File: src/hw/rtl/ssp_pkg.sv
// Shared constants, payload types and controller command type for the shortest-path block.
`default_nettype none
package ssp_pkg;

  localparam int MAX_VERTICES = 32;
  localparam int VTX_W        = $clog2(MAX_VERTICES);
  localparam int CFG_W        = 6;
  localparam int ADJ_AW       = 2 * VTX_W;
  localparam int ADJ_DEPTH    = 1 << ADJ_AW;
  localparam int W_W          = 16;
  localparam int D_W          = 32;

  localparam logic [CFG_W-1:0]      CFG_RESET = CFG_W'(MAX_VERTICES);
  localparam logic signed [D_W-1:0] DIST_MAX  = {1'b0, {(D_W-1){1'b1}}};
  localparam logic signed [D_W-1:0] DIST_MIN  = {1'b1, {(D_W-1){1'b0}}};

  localparam logic ACT_LOAD = 1'b0;
  localparam logic ACT_RUN  = 1'b1;

  typedef struct packed {
    logic                    action;
    logic [VTX_W-1:0]        from_vertex;
    logic [VTX_W-1:0]        to_vertex;
    logic signed [W_W-1:0]   edge_weight;
    logic [VTX_W-1:0]        source_vertex;
  } in_item_t;

  typedef struct packed {
    logic [VTX_W-1:0]        vertex;
    logic signed [D_W-1:0]   distance;
    logic                    reachable;
    logic                    negative_cycle;
    logic                    last;
  } out_item_t;

  typedef struct packed {
    logic               clear_en;
    logic [ADJ_AW-1:0]  clear_addr;
    logic               load_en;
    logic               init_en;
    logic [VTX_W-1:0]   src;
    logic               src_ok;
    logic               row_cap;
    logic               scan_en;
    logic               relax;
    logic               out_rd;
    logic               last;
    logic [VTX_W-1:0]   u;
    logic [VTX_W-1:0]   v;
    logic [VTX_W-1:0]   dist_raddr;
  } ssp_cmd_t;

endpackage
`default_nettype wire

File: src/hw/rtl/ssp_ctrl.sv
// Controller state machine: clearing pass, run sequencing and result readout.
`default_nettype none
module ssp_ctrl import ssp_pkg::*; (
  input  wire logic             clk,
  input  wire logic             rst_n,
  input  wire logic             start,
  input  wire logic             in_action,
  input  wire logic [VTX_W-1:0] in_source,
  input  wire logic             cfg_we,
  input  wire logic [CFG_W-1:0] cfg_wdata,
  output logic                  busy,
  output ssp_cmd_t              cmd
);

  typedef enum logic [7:0] {
    S_CLEAR  = 8'b0000_0001,
    S_IDLE   = 8'b0000_0010,
    S_INIT   = 8'b0000_0100,
    S_ROWRD  = 8'b0000_1000,
    S_ROWCAP = 8'b0001_0000,
    S_SCAN   = 8'b0010_0000,
    S_DRAIN  = 8'b0100_0000,
    S_OUT    = 8'b1000_0000
  } state_t;

  state_t             state_r, state_nxt;
  logic [CFG_W-1:0]   nv_r;
  logic [ADJ_AW-1:0]  clr_r, clr_nxt;
  logic [VTX_W-1:0]   u_r, u_nxt;
  logic [VTX_W-1:0]   v_r, v_nxt;
  logic [VTX_W-1:0]   pass_r, pass_nxt;
  logic [VTX_W-1:0]   src_r, src_nxt;
  logic [CFG_W-1:0]   n_eff;
  logic [VTX_W-1:0]   n_m1;
  logic               src_ok;
  logic               accept;

  always_comb begin
    if (nv_r == '0) begin
      n_eff = CFG_W'(1);
    end else if (nv_r > CFG_W'(MAX_VERTICES)) begin
      n_eff = CFG_W'(MAX_VERTICES);
    end else begin
      n_eff = nv_r;
    end
  end

  assign n_m1   = VTX_W'(n_eff - CFG_W'(1));
  assign src_ok = CFG_W'(src_r) < n_eff;
  assign busy   = (state_r != S_IDLE);
  assign accept = start && !busy;

  always_comb begin
    state_nxt = state_r;
    clr_nxt   = clr_r;
    u_nxt     = u_r;
    v_nxt     = v_r;
    pass_nxt  = pass_r;
    src_nxt   = src_r;
    unique case (state_r)
      S_CLEAR: begin
        clr_nxt = clr_r + ADJ_AW'(1);
        if (&clr_r) begin
          state_nxt = S_IDLE;
        end
      end
      S_IDLE: begin
        if (accept && in_action == ACT_RUN) begin
          src_nxt   = in_source;
          u_nxt     = '0;
          v_nxt     = '0;
          pass_nxt  = '0;
          state_nxt = S_INIT;
        end
      end
      S_INIT: begin
        v_nxt = v_r + VTX_W'(1);
        if (v_r == VTX_W'(MAX_VERTICES - 1)) begin
          v_nxt     = '0;
          state_nxt = src_ok ? S_ROWRD : S_OUT;
        end
      end
      S_ROWRD: begin
        state_nxt = S_ROWCAP;
      end
      S_ROWCAP: begin
        v_nxt     = '0;
        state_nxt = S_SCAN;
      end
      S_SCAN: begin
        if (v_r == n_m1) begin
          state_nxt = S_DRAIN;
        end else begin
          v_nxt = v_r + VTX_W'(1);
        end
      end
      S_DRAIN: begin
        v_nxt = '0;
        if (u_r == n_m1) begin
          u_nxt = '0;
          if (pass_r == n_m1) begin
            state_nxt = S_OUT;
          end else begin
            pass_nxt  = pass_r + VTX_W'(1);
            state_nxt = S_ROWRD;
          end
        end else begin
          u_nxt     = u_r + VTX_W'(1);
          state_nxt = S_ROWRD;
        end
      end
      S_OUT: begin
        if (v_r == n_m1) begin
          state_nxt = S_IDLE;
        end else begin
          v_nxt = v_r + VTX_W'(1);
        end
      end
      default: begin
        state_nxt = S_CLEAR;
      end
    endcase
  end

  always_ff @(posedge clk) begin
    if (!rst_n) begin
      state_r <= S_CLEAR;
      nv_r    <= CFG_RESET;
      clr_r   <= '0;
      u_r     <= '0;
      v_r     <= '0;
      pass_r  <= '0;
      src_r   <= '0;
    end else begin
      state_r <= state_nxt;
      clr_r   <= clr_nxt;
      u_r     <= u_nxt;
      v_r     <= v_nxt;
      pass_r  <= pass_nxt;
      src_r   <= src_nxt;
      if (cfg_we) begin
        nv_r <= cfg_wdata;
      end
    end
  end

  always_comb begin
    cmd            = '0;
    cmd.clear_en   = (state_r == S_CLEAR);
    cmd.clear_addr = clr_r;
    cmd.load_en    = accept && in_action == ACT_LOAD;
    cmd.init_en    = (state_r == S_INIT);
    cmd.src        = src_r;
    cmd.src_ok     = src_ok;
    cmd.row_cap    = (state_r == S_ROWCAP);
    cmd.scan_en    = (state_r == S_SCAN);
    cmd.relax      = (pass_r != n_m1);
    cmd.out_rd     = (state_r == S_OUT);
    cmd.last       = (v_r == n_m1);
    cmd.u          = u_r;
    cmd.v          = v_r;
    cmd.dist_raddr = (state_r == S_ROWRD) ? u_r : v_r;
  end

  a_scan_in_range: assert property (@(posedge clk) disable iff (!rst_n)
    (state_r == S_SCAN) |-> (v_r <= n_m1 && u_r <= n_m1 && pass_r <= n_m1))
    else $error("scan index beyond active vertex count");

  a_check_to_out: assert property (@(posedge clk) disable iff (!rst_n)
    (state_r == S_DRAIN && u_r == n_m1 && pass_r == n_m1) |=> (state_r == S_OUT))
    else $error("check pass did not hand over to readout");

  a_out_ends: assert property (@(posedge clk) disable iff (!rst_n)
    (state_r == S_OUT && v_r == n_m1) |=> (state_r == S_IDLE && v_r == n_m1))
    else $error("readout did not end after the final vertex");

endmodule
`default_nettype wire

File: config.mk
export PLATFORM = sky130hd
export DESIGN_NAME = ssp_ctrl
export DESIGN_NICKNAME = d
export VERILOG_FILES = /design/src/hw/rtl/ssp_pkg.sv /design/src/hw/rtl/ssp_ctrl.sv
export SDC_FILE = /design/constraint.sdc
export NUM_CORES = 1
export LEC_CHECK = 0
export BUFFER_PORTS_ARGS = -buffer_cell sky130_fd_sc_hd__buf_2
export CORE_ASPECT_RATIO = 1.25
export CORE_MARGIN = 1
export CORE_UTILIZATION = 44
export CTS_BUF_LIST = sky130_fd_sc_hd__clkbuf_4 sky130_fd_sc_hd__clkbuf_8
export DETAILED_ROUTE_END_ITERATION = 8
export PLACE_DENSITY = 0.77
export SYNTH_ARGS = -nofsm -noshare
export SYNTH_HDL_FRONTEND = slang
export SYNTH_SLANG_ARGS = --single-unit
export TNS_END_PERCENT = 20
File: constraint.sdc
create_clock -name clk -period 6.37 [get_ports clk]
set_input_delay 0.9555 -clock clk [delete_from_list [all_inputs] [get_ports clk]]
set_output_delay 0.9555 -clock clk [all_outputs]
set_load 0.05 [all_outputs]
**After elaboration in Yosys (flattened, before gate mapping)**

Index checks and enable logic that the tools add are counted.

- $add $sub $neg: 5
- Magnitude comparators: 2
- Equal/unequal tests: 22
- Mux-type cells: 21
- Bitwise gates (word level): 1
- Reductions and logical operators: 15

Operators by type and width:

| operator | count |
|---|---|
| two-way mux 8 bit | 8 |
| one-hot mux 8 bit (8 select lines) | 1 |
| two-way mux 5 bit | 7 |
| one-hot mux 5 bit (2 select lines) | 2 |
| one-hot mux 5 bit (4 select lines) | 1 |
| adder 5 x 1 -> 5 bit (second input constant) | 3 |
| equality test 5 bit | 3 |
| two-way mux 6 bit | 2 |
| != test 2 bit (second input constant) | 6 |
| adder 10 x 1 -> 10 bit (second input constant) | 1 |
| AND reduction 10 bit | 1 |
| equality test 8 x 1 -> 1 bit (second input constant) | 1 |
| equality test 8 x 2 -> 1 bit (second input constant) | 1 |
| equality test 8 x 3 -> 1 bit (second input constant) | 1 |
| equality test 8 x 4 -> 1 bit (second input constant) | 1 |
| equality test 8 x 5 -> 1 bit (second input constant) | 1 |
| equality test 8 x 6 -> 1 bit (second input constant) | 1 |
| equality test 8 x 7 -> 1 bit (second input constant) | 1 |
| equality test 8 bit (second input constant) | 1 |
| != test 8 x 2 -> 1 bit (second input constant) | 1 |
| greater-than comparator 6 bit (second input constant) | 1 |
| zero test 6 bit | 1 |
| less-than comparator 5 x 6 -> 1 bit | 1 |
| equality test 5 bit (second input constant) | 1 |
| other kinds (13) | 18 |

- Flip-flop bits (word level): 44
- Output and inout bits: 40
- Logic and storage cells: 73

**Depth between registers and ports, before layout**

- Depth in word-level cells: 8
- Mapped depth: 12
- Mapped depth without buffers: 10

**Least setup slack after synthesis**

OpenSTA, ideal clock, no wires.

- Path kind: flip-flop to output port
- From: reg state_r[7]
- To: out cmd[27] (netlist name)
- Arrival time: 3.033 ns
- Required time: 5.414 ns
- Slack: 2.381 ns
- Cell stages (with the launch flop): 5
- Buffers on the path: 0
- Path through: dfxtp_1 > or4_4 > nor4b_1 > inv_1 > nor3b_1

RTL lines:

| element | line | RTL |
|---|---|---|
| start: declaration | ssp_ctrl.sv:26 | `state_t state_r, state_nxt;` |
| start signal: assignment | ssp_ctrl.sv:135 | `state_r <= state_nxt;` |
| end: declaration | ssp_ctrl.sv:12 | `output ssp_cmd_t cmd` |

==> results.ini <==
[synth]
synth_simple_gate_area_share_pct=29.5
yosys-top-cells-count=44 x dfxtp_1, 39 x nand2_1, 16 x nor2b_1, 16 x o21ai_0
seq_area_frac_synth_pct=32.8
syn_avg_cell_area_um2=8.50
ys_top_cells_by_area=dfxtp_1 33%, nand2_1 5.5%, xnor2_1 4.9%, ha_1 4.7%, mux2i_1 4.1%
synth-seq-cells=44
synth.area.mux_share_pct=4.10
synth_edf_count=0
synth.most_common_cell=dfxtp_1
yosysUniqueCellTypes=58
synth_xor_area_share_pct=9.18
yosysWarningCount=0
synthArstFlopShare_pct=0
synth_top_area_share_pct=32.8
synth-main-ff-cell=dfxtp_1
synthCells=316
synth.net_count=342
synth.largest_area_cell=dfxtp_1
synth_compound_area_share_pct=16.4
synth_area_mm2=0.00269
synth_adder_area_share_pct=4.66
synth_top_family_by_area=simple AND/OR/NAND/NOR gates

[global_route]
grt_util_all_layers_pct=19.8
grt-ovfl-total=0
antenna_found_initial=0
grt_max_degree=48
grt_pass1_wl_mm=9.95
grt_pass1_vias=2231

[job]
cap_viol_max_count=0

[drt]
drc=0
vias=2464
drt-initial-drc-count=71
routed_wl_mm=6.14
drtPass1Iterations=4
routed_via_density=5.50
wl_per_cell_um=13.7
ant_nets=0

[setup_path]
path_class=reg -> out
crit_path_max_fanout=10
worstPathCellList=inv_1 > o21ai_1 > ha_1 > nand4bb_1 > a21oi_1 > nor3_1 > nor4b_1 > and2_1 > buf_2
critical_path_required_ps=5410
worstSetupEndpointType=output port
cp.buffers_inverters=2
cp_data_arrival_time_ps=3150
slowest_stage=dfxtp_1
slowest_delay_ps=540
critPathLaunchType=flop
reg2reg_slack_ps=3180
critPathTopFamily=simple AND/OR/NAND/NOR gates

[timing]
maxSlewHeadroom_pct=43.4
fin_setup_tns_ps=0
slew_viol_final=0
tightest_slew_ps=847
layout_setup_ws_ps=2270
finalHoldViolCount=0
fin_skew_ps=5.58
min_period_ps=4100
clock.fmax_ghz=0.244
setup_viol=0
rsz0062_at_grt=false
fin_crit_sh_pct=64.4

[clock_tree]
cts_hold_buffers=0
postCtsSetupRepairBufs=0
cts_buffers=5
cts_tree=built
worstSkewPairLatency_ps=300
cts_max_level=2
clkSinkCount=44
cts_resized=0
root_buffer=clkbuf_8
cts.clk_slew.worst_paths_ps=80
clockBufferDepth=2

[place]
dp_slack_ps=2650
dp.final_hpwl_mm=4.58
dp.cells=440
gp_congestion=0.814
numPortBuffers=55

[cells_and_area]
fillCellCount=569
drive_above_1_share_pct=19.7
multi_input_area_mm2=0.00172
final_nets=391
syn2layout_area_growth_pct=16.2
seq_area_um2=881
fin_cells=448
antenna_cells=0

[floorplan]
num_io_pins=56
core-area_mm2=0.00586
die_x_um=71.9
fp-row-count=31
dieArea_mm2=0.00642
fp.dieH_um=89.3
start_util_pct=45.8

[worst_hold_path]
hp-class=reg -> reg

[pwr]
powerDensity_mw_per_mm2=234
ir_drop_mv=0.130
power.leakage_uw=0.00139

[run_status]
outcome=finished, final reports clean

[stage by stage]
| stage | area [µm²] | hold WS (ps) | total power, µW | util (%) |
|---|---|---|---|---|
| final | 3120 | 508 | 729 | 53.3 |
| after global routing | 3120 | 557 | 766 | 53.3 |
| after CTS | 3120 | 516 | 731 | 53.3 |
| after detailed placement | 3010 | 503 | 511 | 51.4 |
| after global placement | 3010 | 488 | 507 | 51.4 |
| after floorplan | 2690 | 469 | 470 | - |
[worst register-to-register path, cell delays in order (launching register included)]
cell       delay (ps)
dfxtp_1           540
inv_1             160
o21ai_1           260
ha_1              370
nand4bb_1         160
a21oi_1           260
nor3_1             90
nor4b_1           500
a21o_1            290
and2_1            290
a31oi_1           130
[path summary, 6_finish.rpt]
check / startpoint / end / cells past startpoint
hold / removal: clr_r[1]$_SDFFE_PN0P_ / clr_r[1]$_SDFFE_PN0P_ / 2
setup / recovery: nv_r[5]$_SDFFE_PN1P_ / cmd[15] / 9
hold reg to reg: clr_r[1]$_SDFFE_PN0P_ / clr_r[1]$_SDFFE_PN0P_ / 2
setup reg to reg: nv_r[5]$_SDFFE_PN1P_ / state_r[0]$_SDFFE_PN1P_ / 10
[report_power, final]
part           internal (µW)  leakage (µW)  switching (µW)
logic                   69.7      0.000971             129
clock network            121     0.0000586             101
registers                289      0.000356            19.3
total                    480       0.00139             249
[area by class of cell]
type	instances	area share, %
multi-input cells	250	55.0
well taps	82	3.29
flip-flops and latches	44	28.2
clock inverters	2	1.12
repair buffers	55	8.82
inverters	9	1.08
clock buffers	6	2.45
[logic make-up (layout without fill, tap and decap cells)]
group / count (synthesis) / in the layout
and+or+nand+nor: 141 / 141
AOI/OAI and AO/OA: 63 / 63
DFF: 44 / 44
xor gates and xnor gates: 25 / 25
buffers and inverters: 22 / 72
muxes: 11 / 11
adders and majority gates: 10 / 10
[cells in the final DEF (no fill, tap or decap), types with 2 or more instances in the layout]
cell and instances:
a211oi_2 2, a21boi_0 3, a21o_1 3, a21oi_1 12, a31oi_1 2, a32o_1 2
and2_1 9, and3_1 7, buf_2 55, clkbuf_8 5, dfxtp_1 44, ha_1 10
inv_1 9, mux2i_1 11, nand2_1 39, nand2b_1 5, nand3_1 10, nand4_1 6
nand4b_1 3, nor2_1 15, nor2b_1 16, nor3_1 4, nor3b_1 5, nor4_1 2
nor4b_1 3, o2111ai_1 2, o211ai_1 2, o21a_1 3, o21ai_0 16, o21ai_1 2
o22ai_1 3, or3_1 6, or4_1 2, xnor2_1 15, xnor3_1 2, xor2_1 8
[registers in the layout, indices dropped and copies added, names as in the netlist]
signal	flops
clr_r	10
state_r	8
nv_r	6
pass_r	5
src_r	5
u_r	5
v_r	5
[metal layers]
| metal | track usage, % | share of wire [%] | vias to the layer above |
|---|---|---|---|
| met1 | 23.1 | 44 | 1169 |
| met4 | 9.63 | 2.7 | 0 |
| met3 | 3.83 | 2.9 | 16 |
| li1 | - | - | 1227 |
| met5 | 0 | 0 | - |
| met2 | 34.9 | 50 | 52 |
Note: power is estimated with default switching activity, not from simulation.
